==> src/hw/rtl/psc_pkg.sv <==
// Package for the protected symbol checker: constants, shared types and the CRC byte update.
package psc_pkg;

  // Symbol layout: two length bytes, then four CRC bytes, then the packet.
  localparam logic [15:0] HEADER_BYTES = 16'd6;
  localparam logic [15:0] LENGTH_BYTES = 16'd2;
  localparam int          BYTE_BITS    = 8;

  // Reflected CRC-32.
  localparam logic [31:0] CRC_POLY = 32'hEDB8_8320;
  localparam logic [31:0] CRC_ONES = 32'hFFFF_FFFF;

  // Configuration register indexes.
  localparam logic REG_SYMBOL_LENGTH     = 1'b0;
  localparam logic REG_MAX_PACKET_LENGTH = 1'b1;

  // Configuration reset values.
  localparam logic [15:0] SYMBOL_LENGTH_RESET     = 16'd1024;
  localparam logic [15:0] MAX_PACKET_LENGTH_RESET = 16'd1018;

  // Configuration seen by the frame logic.
  typedef struct packed {
    logic [15:0] symbol_length;
    logic [15:0] max_packet_length;
  } cfg_t;

  // Outcome of processing one byte.
  typedef struct packed {
    logic        last;
    logic        ok;
    logic [15:0] length;
  } result_t;

  // One byte of the reflected CRC-32, LSB first.
  function automatic logic [31:0] crc_byte(input logic [31:0] crc_in, input logic [7:0] b);
    logic [31:0] c;
    c = crc_in ^ {24'd0, b};
    for (int k = 0; k < BYTE_BITS; k++) begin
      c = c[0] ? ((c >> 1) ^ CRC_POLY) : (c >> 1);
    end
    return c;
  endfunction

endpackage

==> src/hw/rtl/psc_frame.sv <==
// Per-symbol state of the checker: header capture, running CRC and the end-of-symbol verdict.
module psc_frame import psc_pkg::*; (
  input  logic        clk,
  input  logic        rst,
  input  logic        advance,
  input  logic [7:0]  byte_in,
  input  cfg_t        cfg,
  output result_t     result
);

  logic [15:0] byte_position, byte_position_next;
  logic [15:0] header_length, header_length_next;
  logic [31:0] expected_crc, expected_crc_next;
  logic [31:0] running_crc, running_crc_next;

  logic [15:0] slen;
  logic [15:0] last_pos;
  logic [15:0] crc_offset;
  logic [15:0] pkt_offset;
  logic [15:0] hl_upd;
  logic [31:0] exp_upd;
  logic [31:0] crc_upd;
  logic        is_last;

  // A symbol length of zero acts as one.
  assign slen     = (cfg.symbol_length == 16'd0) ? 16'd1 : cfg.symbol_length;
  assign last_pos = slen - 16'd1;
  assign is_last  = (byte_position >= last_pos);

  assign crc_offset = byte_position - LENGTH_BYTES;
  assign pkt_offset = byte_position - HEADER_BYTES;

  // Fold the current byte into the header fields or the CRC.
  always_comb begin
    hl_upd  = header_length;
    exp_upd = expected_crc;
    crc_upd = running_crc;
    if (byte_position < LENGTH_BYTES) begin
      hl_upd = header_length | ({8'd0, byte_in} << {byte_position[0], 3'b000});
    end else if (byte_position < HEADER_BYTES) begin
      exp_upd = expected_crc | ({24'd0, byte_in} << {crc_offset[1:0], 3'b000});
    end else if (pkt_offset < header_length) begin
      crc_upd = crc_byte(running_crc, byte_in);
    end
  end

  // Verdict on the last byte, using the updated header and CRC.
  always_comb begin
    result.last   = is_last;
    result.ok     = 1'b0;
    result.length = 16'd0;
    if (slen >= HEADER_BYTES) begin
      result.ok = (hl_upd <= cfg.max_packet_length) &&
                  (hl_upd <= (slen - HEADER_BYTES)) &&
                  ((crc_upd ^ CRC_ONES) == exp_upd);
      result.length = hl_upd;
    end
  end

  // Next state: advance the position, or clear for the next symbol.
  always_comb begin
    byte_position_next = byte_position;
    header_length_next = header_length;
    expected_crc_next  = expected_crc;
    running_crc_next   = running_crc;
    if (advance) begin
      if (is_last) begin
        byte_position_next = 16'd0;
        header_length_next = 16'd0;
        expected_crc_next  = 32'd0;
        running_crc_next   = CRC_ONES;
      end else begin
        byte_position_next = byte_position + 16'd1;
        header_length_next = hl_upd;
        expected_crc_next  = exp_upd;
        running_crc_next   = crc_upd;
      end
    end
  end

  always_ff @(posedge clk) begin
    if (rst) begin
      byte_position <= 16'd0;
      header_length <= 16'd0;
      expected_crc  <= 32'd0;
      running_crc   <= CRC_ONES;
    end else begin
      byte_position <= byte_position_next;
      header_length <= header_length_next;
      expected_crc  <= expected_crc_next;
      running_crc   <= running_crc_next;
    end
  end

  // The state is fresh after the last byte of a symbol.
  assert property (@(posedge clk) disable iff (rst)
    advance && result.last |=> byte_position == 16'd0 && running_crc == CRC_ONES)
    else $error("symbol state not cleared after last byte");

  // A byte that does not end the symbol moves the position by one.
  assert property (@(posedge clk) disable iff (rst)
    advance && !result.last |=> byte_position == $past(byte_position) + 16'd1)
    else $error("byte position did not step by one");

  // Without a byte to process the state holds.
  assert property (@(posedge clk) disable iff (rst)
    !advance |=> $stable(byte_position) && $stable(running_crc))
    else $error("symbol state changed without a byte");

endmodule

==> config.mk <==
export PLATFORM = sky130hd
export DESIGN_NAME = psc_frame
export DESIGN_NICKNAME = d
export VERILOG_FILES = /design/src/hw/rtl/psc_pkg.sv /design/src/hw/rtl/psc_frame.sv
export SDC_FILE = /design/constraint.sdc
export NUM_CORES = 1
export LEC_CHECK = 0
export BUFFER_PORTS_ARGS = -buffer_cell sky130_fd_sc_hd__buf_2
export CORE_MARGIN = 2
export CORE_UTILIZATION = 30
export DETAILED_ROUTE_END_ITERATION = 10
export GPL_TIMING_DRIVEN = 1
export PLACE_DENSITY = 0.57
export REMOVE_ABC_BUFFERS = 1
export SYNTH_ARGS = -nofsm -noshare
export SYNTH_HDL_FRONTEND = slang
export SYNTH_SLANG_ARGS = --single-unit
export TNS_END_PERCENT = 100
==> constraint.sdc <==
create_clock -name clk -period 16.2 [get_ports clk]
set_clock_uncertainty 0.1 [all_clocks]
set_input_delay 4.86 -clock clk [delete_from_list [all_inputs] [get_ports clk]]
set_output_delay 4.86 -clock clk [all_outputs]
set_load 0.005 [all_outputs]
## Word-level counts from Yosys, hierarchy flattened

Cells that the tools add are included.

- $add $sub $neg: 5
- Magnitude comparators: 7
- Equality and inequality tests: 1
- Shift operators: 2
- Mux-type cells: 20
- Bitwise operators: 12
- Reduce and logical (&&, ||, !) cells: 3

Operators with widths:

| operator | count |
|---|---|
| 32-bit 2-to-1 mux | 15 |
| 13-bit NOT with 14-bit output | 8 |
| 16-bit 2-to-1 mux | 4 |
| 32-bit == test | 1 |
| 16-bit less-or-equal comparator | 2 |
| 32-bit NOT | 1 |
| 32-bit bitwise OR | 1 |
| 8-bit by 5-bit << shifter with 32-bit output | 1 |
| 16-bit by 3-bit subtractor with 16-bit output, second input constant | 2 |
| 32-bit by 8-bit bitwise XOR with 32-bit output | 1 |
| 17-bit 2-to-1 mux | 1 |
| 16-bit by 1-bit adder with 16-bit output, second input constant | 1 |
| 16-bit >= comparator | 1 |
| 16-bit by 3-bit >= comparator with 1-bit output, second input constant | 1 |
| 16-bit logical NOT | 1 |
| 16-bit less-than comparator | 1 |
| 16-bit by 2-bit less-than comparator with 1-bit output, second input constant | 1 |
| 16-bit by 3-bit less-than comparator with 1-bit output, second input constant | 1 |
| 16-bit bitwise OR | 1 |
| 8-bit by 4-bit << shifter with 16-bit output | 1 |
| 16-bit by 1-bit subtractor with 16-bit output, second input constant | 1 |
| 1-bit logical AND | 2 |
| 2-bit subtractor, second input constant | 1 |

- Bits in registers: 96
- Bits of input ports: 43
- Output and inout bits: 18
- Word-level logic and storage cells: 54

## Longest topological paths before layout

- Depth in word-level cells: 24
- Gate-level depth with buffers: 20
- Mapped depth without buffers: 17

## Least setup slack after synthesis

Ideal clock, no wire load.

- Path type: input -> output
- Start: input port cfg[27] (netlist bit)
- End: output port result[17] (netlist bit)
- Arrival: 8580 ps
- Required time: 11240 ps
- Path slack: 2660 ps
- Stages on the path: 20
- Buffers on the path: 4
- Cell sequence: clkbuf_1 -> or4_1 -> nor2_1 -> a21o_1 -> nand2_1 -> nand2_1 -> or4b_2 -> nand2b_1 -> nor3_1 -> xnor2_1 -> ha_1 -> a2111oi_0 -> o21ai_0 -> a21oi_1 -> o31a_1 -> o21ba_2 -> inv_1 -> clkbuf_1 -> clkbuf_1 -> buf_4

- Word-level cells in the longest chain between the ends: 4

Ends and longest elaborated chain:

| what | line | source |
|---|---|---|
| start: declaration | psc_frame.sv:7 | `input cfg_t cfg,` |
| 16-bit logical NOT | psc_frame.sv:26 | `assign slen = (cfg.symbol_length == 16'd0) ? 16'd1 : cfg.symbol_length;` |
| 16-bit 2-to-1 mux (*) | psc_frame.sv:26 |  |
| 16-bit by 1-bit subtractor with 16-bit output (*) | psc_frame.sv:27 | `assign last_pos = slen - 16'd1;` |
| 16-bit >= comparator (*) | psc_frame.sv:28 | `assign is_last = (byte_position >= last_pos);` |
| end: declaration | psc_frame.sv:8 | `output result_t result` |

Every way passes the cells marked *; elsewhere a longest branch is shown, timed or not.

==> impl_results.md <==
* Pwr Total at 0.6415 mW
* Yosys top cell by area: dfxtp_1
* Vias at 7251
* Post_cts resized at 0
* Final number of hold-violating endpoints at 0
* Num CTS Buffers at 9
* Drt first pass iters at 5
* CP max FO at 33
* Share of layout cells above drive strength 1 at 11.60%
* Element type at the critical path end: primary output
* Tcrit/Tclk final at 86.50%
* First-pass GRT wire length at 39630 µm
* Commonest cells in the netlist: dfxtp_1 (96), xnor2_1 (84), nor2_1 (77)
* Least-Margin Pin Slew at 1030 ps
* Async S/R FF share, synth at 0%
* Seq/Total Area, Yosys at 23.36%
* Status: complete, no violations
* Critical Path Source Type: input pin
* Inserted Diodes at 0
* Min cycle time layout at 14010 ps
* Antenna-violating nets left at 0
* Post-Syn Area per Cell at 8.276 µm²
* Initial antenna violation count at 0
* Cells after synthesis at 994
* DIE HEIGHT at 169.6 µm
* Area growth, synth to finish at 9.080%
* H-tree depth at 3
* Critical Path AT at 9050 ps
* Die area at 28760 µm²
* Initial core utilization at 30.52%
* Routability cong. at 0.8976
* Maxcap violations at 0
* Yosys top cell area share at 23.36%
* Filler cells at 2859
* Number of global-route vias before repair at 6777
* HPWL Detailed at 18560 µm
* Unrepaired setup endpoints after global routing: false
* Core Region at 26950 µm²
* TritonCTS clock tree: built
* GR Util All Layers at 17.57%
* Final setup viols at 0
* Pleak at 3.728 nW
* # hold bufs at CTS at 0
* Max Clock Freq at 71.36 MHz
* DR DRC count at 0
* Fin. max-slew vios at 0
* Row cnt at 60
* # nets final at 1108
* Setup TNS at 0 ps
* Avg WL per Cell at 18.85 µm
* Latest clock arrival within the worst-skew pair at 360 ps
* Peak supply drop at 50.02 µV
* Largest net degree at the start of global routing at 84
* Port Buffers at 60
* EDFF count, synth at 0
* Clk slew on worst S/H paths at 70 ps
* Post-DR vias/cell at 5.407
* Normalized max-slew margin at 30.88%
* Synth area leaders: dfxtp_1 (23%), ha_1 (11%), xnor2_1 (8.9%), xor2_1 (6.9%), a211oi_1 (5.9%)
* CP required at 11240 ps
* Mapped cell area at 8227 µm²
* Top-count cell post-synth: dfxtp_1
* Pwr/cell area at 71.49 nW/µm²
* Clk sink count at 96
* Die X at 169.6 µm
* PnR worst setup slack at 2187 ps
* Post-synthesis cell type count at 67
* Postcts setup bufs at 0
* 1st-iter DRT viols at 441
* Root buffer cell: clkbuf_16
* Ports at 61
* Top FF cell, synth: dfxtp_1
* Total grt overflow at 0
* Pre-CTS WS at 2195 ps
* Post-Route WL at 25280 µm
* Critical path type: input pin to primary output
* Yosys warnings at 0
* Worst hold path class: flop to flop
* Register bit total from synthesis at 96
* Max clock buf depth at 2
layout make-up:
cell class | instances | area (µm²) | share of cell area, %
clock buffers | 10 | 229.0 | 2.552
clock inverters | 6 | 57.56 | 0.6414
inverters | 66 | 247.7 | 2.761
multi-input cells | 755 | 5736 | 63.92
flip-flops and latches | 96 | 1922 | 21.42
well taps | 341 | 426.7 | 4.755
repair buffers | 67 | 355.3 | 3.960
per-stage QoR:
stage	std cells	cell area (µm²)	utilization, %	hold slack [ps]
finish	1341	8974	33.30	381.4
global route	1341	8974	33.30	418.8
CTS	1341	8974	33.30	382.6
detailed placement	1325	8687	32.23	361.4
global placement	1325	8687	32.23	355.5
floorplan	917	7894	-	338.5
power by group:
group	internal (mW)	total [mW]	leakage, nW	switching (mW)
clock network	0.108	0.212	0.141	0.104
registers	0.240	0.244	0.777	0.00431
logic	0.0725	0.185	2.81	0.113
cell usage in the layout (no fill, tap or decap), types with 5 or more instances in the layout:
cell,count
a2111oi_0,19
a211oi_1,65
a21o_1,23
a21oi_1,66
a31oi_1,26
and4_1,6
buf_2,59
buf_4,8
clkbuf_16,9
dfxtp_1,96
ha_1,70
inv_1,64
mux2i_1,24
nand2_1,36
nand2b_1,5
nand3_1,7
nand4_1,17
nor2_1,77
nor3_1,16
nor4_1,9
o211ai_1,14
o21a_1,6
o21ai_0,37
o22ai_1,6
or4_1,5
xnor2_1,84
xnor2_2,9
xnor2_4,5
xor2_1,65
path summary, 6_finish.rpt:
kind | cells after the start | from | end | slack [ps]
max | 18 | cfg[27] | result[17] | 2190
min | 2 | running_crc[17] | running_crc[17] | 380
max reg2reg | 13 | byte_position[0] | header_length[2] | 12010
min reg2reg | 2 | running_crc[17] | running_crc[17] | 380
registers in the layout (all words and copies together) (netlist names):
signal	cells
expected_crc	32
byte_position	16
header_length	16
running_crc	32
logic make-up (layout without fill, tap and decap cells):
family / after synthesis / in the layout / share of synthesized area [%]
compound gates: 294 / 294 / 24.27
fa+ha+maj: 70 / 70 / 10.65
simple gates: 202 / 202 / 12.15
xor+xnor: 163 / 163 / 19.32
buf+inv: 143 / 149 / 7.057
mux: 26 / 26 / 3.194
flops: 96 / 96 / 23.36
per-layer routing:
layer | GRT usage, % | vias to the layer above | part of all wire (%)
li1 | - | 3591 | -
met1 | 24.71 | 3433 | 48
met2 | 28.66 | 205 | 46
met3 | 2.402 | 22 | 4.2
met4 | 3.605 | 0 | 1.3
met5 | 0 | - | 0
worst max-delay path, stage by stage:
cell and delay [ps]:
buf_2 170, or4_1 220, nor2_1 70, a21o_1 210, nand2_1 70, nand2_1 100, or4b_2 690, nand2b_1 220
nor3_1 210, xnor2_1 170, ha_1 280, a2111oi_0 380, o21ai_0 140, a21oi_1 140, o31a_1 150, o21ba_2 750
inv_2 60, buf_2 160
Note: power is estimated with default switching activity, not from simulation.
